`config.mk`:
```
export PLATFORM = sky130hd
export DESIGN_NAME = tensor_permute_address_gen
export DESIGN_NICKNAME = d
export VERILOG_FILES = /design/src/rtl/core/tpag_pkg.sv /design/src/rtl/core/tensor_permute_address_gen.sv /design/src/rtl/core/tpag_cfg.sv /design/src/rtl/core/tpag_walk.sv
export SDC_FILE = /design/constraint.sdc
export NUM_CORES = 2
export LEC_CHECK = 0
export BUFFER_PORTS_ARGS = -buffer_cell sky130_fd_sc_hd__buf_4
export CAP_MARGIN = 20
export CORE_UTILIZATION = 64
export DETAILED_ROUTE_END_ITERATION = 10
export GPL_TIMING_DRIVEN = 0
export PLACE_DENSITY = 0.8
export SLEW_MARGIN = 20
export SYNTH_ARGS = -nofsm -noshare
export SYNTH_HDL_FRONTEND = slang
export SYNTH_SLANG_ARGS = --single-unit
```
`constraint.sdc`:
```
create_clock -name clock -period 7.6 [get_ports clock]
set_input_delay 0.76 -clock clock [delete_from_list [all_inputs] [get_ports clock]]
set_output_delay 0.76 -clock clock [all_outputs]
set_load 0.01 [all_outputs]
```
`src/rtl/core/tpag_pkg.sv`:
```
// tpag_pkg: shared types and constants for the tensor permute address generator
// no dependencies; used by every module of the block

package tpag_pkg;

   // control register indexes on the csr port
   localparam int CSR_IDX_W = 2;
   typedef enum logic [CSR_IDX_W-1:0] {
      CSR_NUM_DIMS  = 2'd0,
      CSR_DIM_SIZES = 2'd1,
      CSR_DIM_ORDER = 2'd2
   } csr_reg_type;

   // width of the num_dims register and of its saturated copy
   localparam int NUM_DIMS_W = 3;
   localparam int USED_W     = 4;

   // status from the configuration block to the walker
   typedef struct packed {
      logic busy;   // stride sweep running, no transaction taken
      logic empty;  // some used dimension has size zero
   } tpag_ctl_type;

endpackage

```
`src/rtl/core/tensor_permute_address_gen.sv`:
```
// One source index per transaction, one transaction per clock when rsp_ready stays high:
// the run counters and the result register update together on every accepted request, so
// outside the sweep req_ready drops only while a result waits unaccepted. After reset and
// after every write to a known control register the block runs a stride sweep
// (one multiply per cycle for the cumulative products, then one order position per
// cycle) during which req_ready is low; a write also restarts the run from position zero.
//
// tensor_permute_address_gen: top level, joins the configuration block and the walker
// depends on tpag_pkg, tpag_cfg, tpag_walk

module tensor_permute_address_gen #(
   parameter int MAX_DIMS   = 4,
   parameter int DIM_BITS   = 9,
   parameter int INDEX_BITS = 32,
   localparam int ORD_BITS  = (MAX_DIMS > 1) ? $clog2(MAX_DIMS) : 1,
   localparam int SIZES_W   = MAX_DIMS * DIM_BITS,
   localparam int ORDER_W   = MAX_DIMS * ORD_BITS,
   localparam int WIDE_W    = (SIZES_W > ORDER_W) ? SIZES_W : ORDER_W,
   localparam int CSR_W     = (WIDE_W > tpag_pkg::NUM_DIMS_W) ? WIDE_W : tpag_pkg::NUM_DIMS_W
) (
   input  logic                            clock,
   input  logic                            reset,
   input  logic                            req_valid,
   output logic                            req_ready,
   input  logic                            req_restart,
   output logic                            rsp_valid,
   input  logic                            rsp_ready,
   output logic [INDEX_BITS-1:0]           rsp_src_index,
   output logic                            rsp_last,
   output logic                            rsp_empty_res,
   input  logic                            csr_write_en,
   input  logic [tpag_pkg::CSR_IDX_W-1:0]  csr_index,
   input  logic [CSR_W-1:0]                csr_wdata
);

   localparam int OUTER    = (MAX_DIMS > 1) ? MAX_DIMS - 1 : 1;

   tpag_pkg::tpag_ctl_type  ctl;
   logic [DIM_BITS-1:0]     inner_size;
   logic [INDEX_BITS-1:0]   inner_stride;
   logic [DIM_BITS-1:0]     lvl_size [OUTER];
   logic [INDEX_BITS-1:0]   lvl_stride [OUTER];

   tpag_cfg #(
      .MAX_DIMS   (MAX_DIMS),
      .DIM_BITS   (DIM_BITS),
      .INDEX_BITS (INDEX_BITS),
      .ORD_BITS   (ORD_BITS),
      .CSR_W      (CSR_W),
      .OUTER      (OUTER)
   ) u_cfg (
      .clock        (clock),
      .reset        (reset),
      .csr_write_en (csr_write_en),
      .csr_index    (csr_index),
      .csr_wdata    (csr_wdata),
      .ctl          (ctl),
      .inner_size   (inner_size),
      .inner_stride (inner_stride),
      .lvl_size     (lvl_size),
      .lvl_stride   (lvl_stride)
   );

   tpag_walk #(
      .DIM_BITS   (DIM_BITS),
      .INDEX_BITS (INDEX_BITS),
      .OUTER      (OUTER)
   ) u_walk (
      .clock         (clock),
      .reset         (reset),
      .ctl           (ctl),
      .inner_size    (inner_size),
      .inner_stride  (inner_stride),
      .lvl_size      (lvl_size),
      .lvl_stride    (lvl_stride),
      .req_valid     (req_valid),
      .req_ready     (req_ready),
      .req_restart   (req_restart),
      .rsp_valid     (rsp_valid),
      .rsp_ready     (rsp_ready),
      .rsp_src_index (rsp_src_index),
      .rsp_last      (rsp_last),
      .rsp_empty_res (rsp_empty_res)
   );

endmodule

```
`src/rtl/core/tpag_cfg.sv`:
```
// tpag_cfg: control registers, stride sweep and per-level size/stride tables
// depends on tpag_pkg

module tpag_cfg #(
   parameter int MAX_DIMS   = 4,
   parameter int DIM_BITS   = 9,
   parameter int INDEX_BITS = 32,
   parameter int ORD_BITS   = 2,
   parameter int CSR_W      = 36,
   parameter int OUTER      = 3
) (
   input  logic                            clock,
   input  logic                            reset,
   input  logic                            csr_write_en,
   input  logic [tpag_pkg::CSR_IDX_W-1:0]  csr_index,
   input  logic [CSR_W-1:0]                csr_wdata,
   output tpag_pkg::tpag_ctl_type          ctl,
   output logic [DIM_BITS-1:0]             inner_size,
   output logic [INDEX_BITS-1:0]           inner_stride,
   output logic [DIM_BITS-1:0]             lvl_size [OUTER],
   output logic [INDEX_BITS-1:0]           lvl_stride [OUTER]
);

   localparam int SIZES_W   = MAX_DIMS * DIM_BITS;
   localparam int ORDER_W   = MAX_DIMS * ORD_BITS;
   localparam int STEP_W    = (2 * MAX_DIMS > 1) ? $clog2(2 * MAX_DIMS) : 1;
   localparam int OUT_IDX_W = (OUTER > 1) ? $clog2(OUTER) : 1;
   localparam int PROD_W    = INDEX_BITS + DIM_BITS;

   // identity order: entry p holds p
   function automatic logic [ORDER_W-1:0] identity_order();
      logic [ORDER_W-1:0] v;
      v = '0;
      for (int p = 0; p < MAX_DIMS; p++) begin
         v[p*ORD_BITS +: ORD_BITS] = ORD_BITS'(p);
      end
      return v;
   endfunction

   localparam logic [ORDER_W-1:0] ORDER_RESET = identity_order();

   logic [tpag_pkg::NUM_DIMS_W-1:0] num_dims_ff;
   logic [SIZES_W-1:0]              dim_sizes_ff;
   logic [ORDER_W-1:0]              dim_order_ff;

   logic                    busy_ff;
   logic                    empty_ff;
   logic [STEP_W-1:0]       step_ff;
   logic [INDEX_BITS-1:0]   acc_ff;
   logic [INDEX_BITS-1:0]   stride_ff [MAX_DIMS];
   logic [DIM_BITS-1:0]     inner_size_ff;
   logic [INDEX_BITS-1:0]   inner_stride_ff;
   logic [DIM_BITS-1:0]     lvl_size_ff [OUTER];
   logic [INDEX_BITS-1:0]   lvl_stride_ff [OUTER];

   logic                    cfg_hit;
   logic [tpag_pkg::USED_W-1:0] used;
   logic                    phase_b;
   logic [ORD_BITS-1:0]     k_idx;
   logic [STEP_W-1:0]       p_full;
   logic [ORD_BITS-1:0]     p_idx;
   logic [OUT_IDX_W-1:0]    lvl_idx;
   logic [DIM_BITS-1:0]     field_a;
   logic [DIM_BITS-1:0]     size_a;
   logic [ORD_BITS-1:0]     ord_raw;
   logic [ORD_BITS-1:0]     ord_p;
   logic [DIM_BITS-1:0]     field_b;
   logic [DIM_BITS-1:0]     size_b;
   logic [INDEX_BITS-1:0]   stride_b;
   logic [PROD_W-1:0]       prod;
   logic                    k_used;
   logic                    p_used;
   logic                    one_dim;

   always_comb begin
      cfg_hit = csr_write_en &&
                (csr_index == tpag_pkg::CSR_NUM_DIMS ||
                 csr_index == tpag_pkg::CSR_DIM_SIZES ||
                 csr_index == tpag_pkg::CSR_DIM_ORDER);

      // num_dims above the supported count saturates
      if ({1'b0, num_dims_ff} > tpag_pkg::USED_W'(MAX_DIMS)) begin
         used = tpag_pkg::USED_W'(MAX_DIMS);
      end else begin
         used = {1'b0, num_dims_ff};
      end
      one_dim = (used == tpag_pkg::USED_W'(1));

      phase_b = (step_ff >= STEP_W'(MAX_DIMS));
      k_idx   = ORD_BITS'(step_ff);
      p_full  = step_ff - STEP_W'(MAX_DIMS);
      p_idx   = ORD_BITS'(p_full);
      lvl_idx = OUT_IDX_W'(p_full - STEP_W'(1));

      // sweep phase a: stride of dimension k and running product
      k_used  = (tpag_pkg::USED_W'(k_idx) < used);
      field_a = dim_sizes_ff[k_idx*DIM_BITS +: DIM_BITS];
      size_a  = k_used ? field_a : DIM_BITS'(1);
      prod    = {{DIM_BITS{1'b0}}, acc_ff} * {{INDEX_BITS{1'b0}}, size_a};

      // sweep phase b: dimension named at order position p, out of range wraps
      ord_raw = dim_order_ff[p_idx*ORD_BITS +: ORD_BITS];
      if ({1'b0, ord_raw} >= (ORD_BITS+1)'(MAX_DIMS)) begin
         ord_p = ORD_BITS'({1'b0, ord_raw} - (ORD_BITS+1)'(MAX_DIMS));
      end else begin
         ord_p = ord_raw;
      end
      field_b  = dim_sizes_ff[ord_p*DIM_BITS +: DIM_BITS];
      size_b   = (tpag_pkg::USED_W'(ord_p) < used) ? field_b : DIM_BITS'(1);
      stride_b = stride_ff[ord_p];
      p_used   = (tpag_pkg::USED_W'(p_idx) < used);
   end

   always_ff @(posedge clock) begin
      if (reset) begin
         num_dims_ff  <= tpag_pkg::NUM_DIMS_W'(1);
         dim_sizes_ff <= SIZES_W'(1);
         dim_order_ff <= ORDER_RESET;
      end else if (csr_write_en) begin
         case (csr_index)
            tpag_pkg::CSR_NUM_DIMS:  num_dims_ff  <= csr_wdata[tpag_pkg::NUM_DIMS_W-1:0];
            tpag_pkg::CSR_DIM_SIZES: dim_sizes_ff <= csr_wdata[SIZES_W-1:0];
            tpag_pkg::CSR_DIM_ORDER: dim_order_ff <= csr_wdata[ORDER_W-1:0];
            default: ;
         endcase
      end
   end

   always_ff @(posedge clock) begin
      if (reset || cfg_hit) begin
         busy_ff  <= 1'b1;
         empty_ff <= 1'b0;
         step_ff  <= '0;
         acc_ff   <= INDEX_BITS'(1);
         for (int k = 0; k < OUTER; k++) begin
            lvl_size_ff[k] <= DIM_BITS'(1);
         end
      end else if (busy_ff) begin
         if (!phase_b) begin
            stride_ff[k_idx] <= acc_ff;
            acc_ff           <= prod[INDEX_BITS-1:0];
            empty_ff         <= empty_ff | (k_used && field_a == '0);
         end else if (p_idx == '0) begin
            // a single dimension ignores the order
            inner_size_ff   <= one_dim ? dim_sizes_ff[DIM_BITS-1:0] : size_b;
            inner_stride_ff <= one_dim ? INDEX_BITS'(1) : stride_b;
         end else begin
            lvl_size_ff[lvl_idx]   <= p_used ? size_b : DIM_BITS'(1);
            lvl_stride_ff[lvl_idx] <= stride_b;
         end
         if (step_ff == STEP_W'(2 * MAX_DIMS - 1)) begin
            busy_ff <= 1'b0;
         end else begin
            step_ff <= step_ff + STEP_W'(1);
         end
      end
   end

   assign ctl.busy     = busy_ff;
   assign ctl.empty    = empty_ff;
   assign inner_size   = inner_size_ff;
   assign inner_stride = inner_stride_ff;
   assign lvl_size     = lvl_size_ff;
   assign lvl_stride   = lvl_stride_ff;

endmodule

```
`src/rtl/core/tpag_walk.sv`:
```
// tpag_walk: inner and outer run counters, index update and result register
// depends on tpag_pkg; tables come from tpag_cfg

module tpag_walk #(
   parameter int DIM_BITS   = 9,
   parameter int INDEX_BITS = 32,
   parameter int OUTER      = 3
) (
   input  logic                    clock,
   input  logic                    reset,
   input  tpag_pkg::tpag_ctl_type  ctl,
   input  logic [DIM_BITS-1:0]     inner_size,
   input  logic [INDEX_BITS-1:0]   inner_stride,
   input  logic [DIM_BITS-1:0]     lvl_size [OUTER],
   input  logic [INDEX_BITS-1:0]   lvl_stride [OUTER],
   input  logic                    req_valid,
   output logic                    req_ready,
   input  logic                    req_restart,
   output logic                    rsp_valid,
   input  logic                    rsp_ready,
   output logic [INDEX_BITS-1:0]   rsp_src_index,
   output logic                    rsp_last,
   output logic                    rsp_empty_res
);

   logic [DIM_BITS-1:0]   inner_ff;
   logic [INDEX_BITS-1:0] cur_ff;
   logic [DIM_BITS-1:0]   outer_ff [OUTER];
   logic [INDEX_BITS-1:0] part_ff [OUTER];   // sum of counter*stride from level k up

   logic                  rsp_valid_ff;
   logic [INDEX_BITS-1:0] rsp_src_index_ff;
   logic                  rsp_last_ff;
   logic                  rsp_empty_res_ff;

   logic                  req_fire;
   logic [DIM_BITS-1:0]   inner_e;
   logic [INDEX_BITS-1:0] cur_e;
   logic [DIM_BITS-1:0]   outer_e [OUTER];
   logic [INDEX_BITS-1:0] part_e [OUTER];
   logic [DIM_BITS-1:0]   outer_in [OUTER];
   logic [INDEX_BITS-1:0] part_in [OUTER];
   logic [OUTER-1:0]      fin;
   logic [OUTER:0]        below;      // all levels under k at their final value
   logic                  inner_last;
   logic                  run_last;
   logic [INDEX_BITS-1:0] carry_sum;

   assign req_ready = !ctl.busy && (!rsp_valid_ff || rsp_ready);
   assign req_fire  = req_valid && req_ready;

   always_comb begin
      inner_e = req_restart ? '0 : inner_ff;
      cur_e   = req_restart ? '0 : cur_ff;
      for (int k = 0; k < OUTER; k++) begin
         outer_e[k] = req_restart ? '0 : outer_ff[k];
         part_e[k]  = req_restart ? '0 : part_ff[k];
      end

      inner_last = ({1'b0, inner_e} + (DIM_BITS+1)'(1)) >= {1'b0, inner_size};
      below[0] = 1'b1;
      for (int k = 0; k < OUTER; k++) begin
         fin[k]     = ({1'b0, outer_e[k]} + (DIM_BITS+1)'(1)) >= {1'b0, lvl_size[k]};
         below[k+1] = below[k] & fin[k];
      end
      run_last = inner_last & below[OUTER];

      // odometer step: first unfinished level counts, levels under it restart
      carry_sum = '0;
      for (int k = OUTER - 1; k >= 0; k--) begin
         if (below[k] && !fin[k]) begin
            outer_in[k] = outer_e[k] + DIM_BITS'(1);
            part_in[k]  = part_e[k] + lvl_stride[k];
            carry_sum   = part_in[k];
         end else if (below[k]) begin
            outer_in[k] = '0;
            part_in[k]  = carry_sum;
         end else begin
            outer_in[k] = outer_e[k];
            part_in[k]  = part_e[k];
         end
      end
   end

   always_ff @(posedge clock) begin
      if (reset || ctl.busy) begin
         inner_ff <= '0;
         cur_ff   <= '0;
         for (int k = 0; k < OUTER; k++) begin
            outer_ff[k] <= '0;
            part_ff[k]  <= '0;
         end
      end else if (req_fire) begin
         if (ctl.empty || run_last) begin
            inner_ff <= '0;
            cur_ff   <= '0;
            for (int k = 0; k < OUTER; k++) begin
               outer_ff[k] <= '0;
               part_ff[k]  <= '0;
            end
         end else if (!inner_last) begin
            inner_ff <= inner_e + DIM_BITS'(1);
            cur_ff   <= cur_e + inner_stride;
            outer_ff <= outer_e;
            part_ff  <= part_e;
         end else begin
            inner_ff <= '0;
            cur_ff   <= part_in[0];
            outer_ff <= outer_in;
            part_ff  <= part_in;
         end
      end
   end

   always_ff @(posedge clock) begin
      if (reset) begin
         rsp_valid_ff <= 1'b0;
      end else if (req_fire) begin
         rsp_valid_ff <= 1'b1;
      end else if (rsp_ready) begin
         rsp_valid_ff <= 1'b0;
      end
   end

   always_ff @(posedge clock) begin
      if (req_fire) begin
         rsp_src_index_ff <= ctl.empty ? '0 : cur_e;
         rsp_last_ff      <= ctl.empty | run_last;
         rsp_empty_res_ff <= ctl.empty;
      end
   end

   assign rsp_valid     = rsp_valid_ff;
   assign rsp_src_index = rsp_src_index_ff;
   assign rsp_last      = rsp_last_ff;
   assign rsp_empty_res = rsp_empty_res_ff;

endmodule

```
Word-level counts from Yosys, hierarchy flattened:

Memories as Yosys holds them, arrays and structs flattened.
Index checks and enable logic that the tools add are counted.
Widths: inputs -> output; s select.

* add/subtract/negate cells: 15
* $mul: 3
* order comparisons: 11
* equal/unequal tests: 4
* shift-type cells: 3
* mux-type cells: 47
* bitwise logic cells: 10
* reduce and logical (&&, ||, !) cells: 29

Operator list (count)
* $mux 32: 14
* $mux 96: 2
* $mux 9: 16
* $add 32x32->32: 4
* $bwmux 96: 1
* $shiftx 36x7->9: 2
* $demux 32 s2: 1
* $mux 27: 2
* $add 9x1->10 const B: 4
* $ge 10x9->1: 4
* $add 9x1->9 const B: 4
* $mul 32x9->32: 1
* $bwmux 27: 1
* $demux 9 s2: 1
* $mul 2x4->6 const B: 2
* $reduce_and 2->1: 5
* $logic_not 9->1: 1
* $lt 2x3->1: 3
* $mux 1: 8
* $reduce_and 4->1: 2
* $shiftx 8x4->2: 1
* $logic_and 1x1->1: 7
* $ge 3x3->1 const B: 2
* $logic_or 1x1->1: 6
* 17 further kinds: 28

* flip-flop bits (word level): 447
* bits in writable memories: 128
* input bits: 44
* output and inout port bits: 36
* word-level logic and storage cells: 150
* memories kept: 1

Memories
* u_cfg.stride_ff: depth 4, width 32, read ports 1, clocked after Yosys merged registers in 0, write ports 1, RTL line tpag_cfg.sv:50 `logic [INDEX_BITS-1:0] stride_ff [MAX_DIMS];`

Logic depth before layout (Yosys ltp):

* depth after elaboration: 10
* mapped depth: 30
* depth with buffers taken out: 28

Modules after synthesis:

From an unflattened synthesis, not the netlist that was laid out.

* cells, all modules: 4026
* area total of the unflattened synthesis: 38350.5 sq um

By module, submodules not included
* tpag_cfg: instances 1, cells an instance 1791, area an instance 21135.3 sq um
* tpag_walk: instances 1, cells an instance 2235, area an instance 17215.3 sq um

Worst setup path before layout:

No wires, ideal clock.

* path type: reg-to-reg
* start point: reg u_cfg.step_ff[0]
* end point: reg u_cfg.acc_ff[31]
* setup time: 0.117 ns
* arrival: 6.685 ns
* data required time: 7.483 ns
* setup slack: 0.798 ns
* stages on the path, launching flop included: 26
* path buffers: 3
* path through: dfxtp_1 buf_2 mux4_2 nor2b_1 clkbuf_1 clkbuf_1 and2_1 fa_1 inv_1 fa_1 fa_1 fa_1 inv_1 ha_1 o21a_1 o21a_1 a21o_1 a41o_1 a2111oi_2 nor3_1 a221o_1 and4_1 a2111oi_4 a21oi_1 xnor2_1 o21ai_1

* cells in the longest elaborated chain, start to end: 4

Ends and longest elaborated chain
* from (decl): RTL line tpag_cfg.sv:48 `logic [STEP_W-1:0] step_ff;`
* from (signal assigned): RTL line tpag_cfg.sv:154 `step_ff <= step_ff + STEP_W'(1);`
* $mul 2x4->6: RTL line tpag_cfg.sv:97 `field_a = dim_sizes_ff[k_idx*DIM_BITS +: DIM_BITS];`
* $shiftx 36x7->9: RTL line tpag_cfg.sv:97
* $mux 9: RTL line tpag_cfg.sv:98 `size_a = k_used ? field_a : DIM_BITS'(1);`
* $mul 32x9->32: RTL line tpag_cfg.sv:99 `prod = {{DIM_BITS{1'b0}}, acc_ff} * {{INDEX_BITS{1'b0}}, size_a};`
* to (signal assigned): RTL line tpag_cfg.sv:141 `acc_ff <= prod[INDEX_BITS-1:0];`
* to (decl): RTL line tpag_cfg.sv:49 `logic [INDEX_BITS-1:0] acc_ff;`

Parallel ways exist; a longest one is shown, timed or not.
A chain may end at the register's enable or synchronous reset.

Worst setup path in the final report:

Same ends and word-level chain as after synthesis.

==> impl_metrics.csv <==
group,metric,value,unit
synth,synthDistinctLibCells,96,
grt,grt_util_met2,63.5,%
floorplan,core,0.0578,mm^2
floorplan,start_util,65.0,%
clocking,clockRootBuffer,"clkbuf_16",
power_and_ir_drop,p_leak,16.5,nW
timing,hold_violations,0,
grt,grt_use_met1,49.1,%
floorplan,die_y,244,um
setup_path,endpoint_kind,"register",
route,drc_errors,0,
clocking,cts_tree,"done",
cells_and_area,area_growth,10.8,%
route,via_per_inst,6.33,
timing,max_slew_margin,21.7,%
place,pre_cts_ws,-1730,ps
synth,ys_seq_area_share,38.6,%
timing,skew,27.8,ps
place,dp_cells,4743,
place,gp_congestion,1.01,
setup_path,worstPathRequired,8110,ps
cells_and_area,fill_cells,4342,
grt,overflow,0,
floorplan,die-area,0.0597,mm^2
cells_and_area,drive_gt1_share,8.61,%
floorplan,rows,88,
synth,netlist_area,0.0376,mm^2
power_and_ir_drop,seqPwrFrac,48.1,%
power_and_ir_drop,p_sw,1.59,mW
clocking,clk-insertion-delay-late,640,ps
grt,antenna_found_initial,5,
grt,track_usage,38.8,%
power_and_ir_drop,p_sw_share,23.0,%
floorplan,dieWidth,244,um
floorplan,boundaryPins,80,
cells_and_area,nets,4476,
route,wl,116,mm
route,dr.pass1.iters,6,
place,hpwl,87.8,mm
grt,top_usage_layer,"met2",
timing,slew_violations,0,
timing,max_freq,135,MHz
run_status,outcome,"finished clean",
timing,layout_min_cycle_time,7420,ps
setup_path,cp_max_fo,10,
synth,async_flop_share,0,%
synth,yosysWarnings,0,
grt,grt_max_degree,38,
route,ant_nets,0,
grt,first_global_vias,29700,
synth,synth_edf_count,299,
setup_path,critPathLaunchType,"register",
setup_path,rr_worst_depth,24,
power_and_ir_drop,clkPwrFrac,45.8,%
route,drt_iter0_drc,3271,
timing,rsz0062_at_grt,"yes",
power_and_ir_drop,total_power,6.90,mW
power_and_ir_drop,peakVddDrop,181,uV
clocking,cts_made_buffers,60,
route,routedWlPerCell,23.8,um
synth,synth_seq_cells,575,
clocking,clock-sinks,575,
clocking,h-tree-depth,2,
synth,synth_fp_nets,4329,
setup_path,critPathArrivalTime,7930,ps
cells_and_area,final_cells,4853,
synth,synthCells,3891,
synth,ys.flop_type,"edfxtp_1",
synth,avgSynthCellArea,9.66,um^2
worst_hold_path,min_path_type,"primary input to register",
route,num_vias,30700,
grt,grt_pass1_wl,174,mm
power_and_ir_drop,pwr-share-comb,6.1,%
timing,finalCritPeriodShare,97.7,%
job,drv_cap,0,
power_and_ir_drop,power_density,166,mW/mm^2
clocking,clk_path_buf_depth,3,
power_and_ir_drop,p_int,5.31,mW
place,port_buffers,77,
cells_and_area,n_antenna_cell,0,
timing,timing.final.ws_setup,177,ps
timing,hold_ws,360,ps
timing,finalSetupViolations,0,
timing,worst_pin_slew,1170,ps
grt,grt_use_met3,6.95,%
worst_hold_path,whs_path_depth,3,
clocking,clk_pin_slew,70,ps
setup_path,path_class,"register to register",
==> critical path, stage by stage (launching register included) <==
cell	delay (ps)
dfxtp_1	480
buf_4	310
mux4_2	590
nor2b_4	200
clkbuf_2	270
and2_1	230
fa_1	480
inv_1	50
fa_1	550
fa_1	450
fa_1	510
inv_1	40
ha_1	320
o21a_1	200
o21a_1	210
a21o_1	180
a41o_1	320
a2111oi_4	350
nor3_2	150
a221o_1	340
and4_1	240
a2111oi_4	380
a21oi_1	140
xnor2_1	210
o21ai_1	100
==> cell usage after synthesis (9+ instances only) <==
master	count	area, um^2
o31ai_1	11	82.6
nor3_1	35	175
a22oi_1	55	413
nor2b_1	192	1200
a211oi_1	19	143
fa_1	183	3660
nor2_1	268	1010
and3_1	23	144
nand2b_1	26	163
xor2_1	52	455
o21ai_1	20	100
dfxtp_1	276	5530
a21o_1	94	706
or3_1	22	138
mux4_2	51	1150
xnor2_1	110	963
a32oi_1	10	87.6
buf_2	10	50.1
mux2i_1	9	90.1
buf_1	35	131
o21ai_0	132	661
a22o_1	9	78.8
inv_1	273	1020
o21a_1	39	293
nand4_1	20	125
and2_1	187	1170
edfxtp_1	299	8980
nand2_1	458	1720
clkbuf_1	138	518
o21bai_1	17	128
ha_1	211	2640
a31oi_1	25	156
o211ai_1	18	135
nand3_1	57	285
a21oi_1	321	1610
or2_2	14	87.6
==> per-layer routing <==
layer | part of all wire (%) | wire [um]
met1 | 38 | 43700
met2 | 47 | 54000
met3 | 9.6 | 11100
met4 | 6.0 | 6970
met5 | 0.023 | 27
==> through the flow <==
stage / setup TNS, ps / utilization [%] / area, um^2
after CTS: 0 / 71.9 / 41500
after floorplan: 0 / - / 37600
final: 0 / 72.0 / 41600
after detailed placement: -217540 / 68.1 / 39400
after global placement: -283470 / 67.7 / 39100
after global routing: -40.1 / 72.0 / 41600
==> path summary, 6_finish.rpt <==
kind | from | end | slack, ps
worst min register to register | u_walk.part_ff[82] | u_walk.part_ff[82] | 440
worst max-delay path | u_cfg.step_ff[0] | u_cfg.acc_ff[31] | 180
worst max register to register | u_cfg.step_ff[0] | u_cfg.acc_ff[31] | 180
worst min-delay path | csr_wdata[7] | u_cfg.dim_order_ff[7] | 360
==> cells by family after synthesis <==
kind of cell	synth area share, %
xor+xnor	3.78
flops	38.6
compound gates	15.4
simple gates	17.4
fa+ha+maj	16.8
buf+inv	4.75
mux	3.33
==> timing repair <==
item | 4_1_cts | 5_1_grt
buffers inserted | 0 | 2
setup endpoints to repair | 168 | 50
pin swaps | 0 | 3
gates resized for setup | 35 | 30
hold buffers | 0 | 0
gates cloned | 0 | 0
==> placed cells by master (no fill, tap or decap), types with 51 or more instances in the layout <==
| cell | count |
|---|---|
| dfxtp_1 | 275 |
| o21ai_0 | 132 |
| nand3_1 | 57 |
| edfxtp_1 | 299 |
| ha_1 | 211 |
| a22oi_1 | 55 |
| fa_1 | 183 |
| nor2_1 | 263 |
| buf_4 | 86 |
| clkbuf_1 | 131 |
| mux4_2 | 51 |
| and2_1 | 187 |
| xnor2_1 | 110 |
| nand2_1 | 458 |
| nor2b_1 | 184 |
| a21o_1 | 94 |
| clkbuf_16 | 62 |
| inv_1 | 273 |
| xor2_1 | 52 |
| a21oi_1 | 320 |
==> final cells by class <==
class	count	area, um^2	area share, %
Clock buffer	85	1730	4.15
Buffer	184	796	1.91
Sequential cell	575	14500	34.8
Timing Repair Buffer	89	803	1.93
Inverter	275	1030	2.48
Tap cell	765	957	2.30
Clock inverter	27	383	0.920
Multi-Input combinational cell	2853	21400	51.5
==> sequential cells by signal, indices dropped and copies added (netlist names), 8 cells and up <==
name and flops:
u_cfg.stride_ff 128, u_cfg.lvl_stride 96, u_walk.part_ff 96, u_cfg.dim_sizes_ff 36
u_cfg.acc_ff 32, u_cfg.inner_stride 32, u_walk.cur_ff 32, u_walk.rsp_src_index 32
u_cfg.lvl_size 27, u_walk.outer_ff 27, u_cfg.inner_size 9, u_walk.inner_ff 9
u_cfg.dim_order_ff 8
==> power groups by stage <==
stage | clock [mW] | combinational [mW] | sequential [mW]
after floorplan | 0 | 0.210 | 3.37
after global placement | 0 | 0.386 | 3.38
after detailed placement | 0 | 0.397 | 3.38
after CTS | 3.16 | 0.403 | 3.32
after global routing | 3.29 | 0.434 | 3.32
final | 3.16 | 0.423 | 3.32
Note: power is estimated with default switching activity, not from simulation.
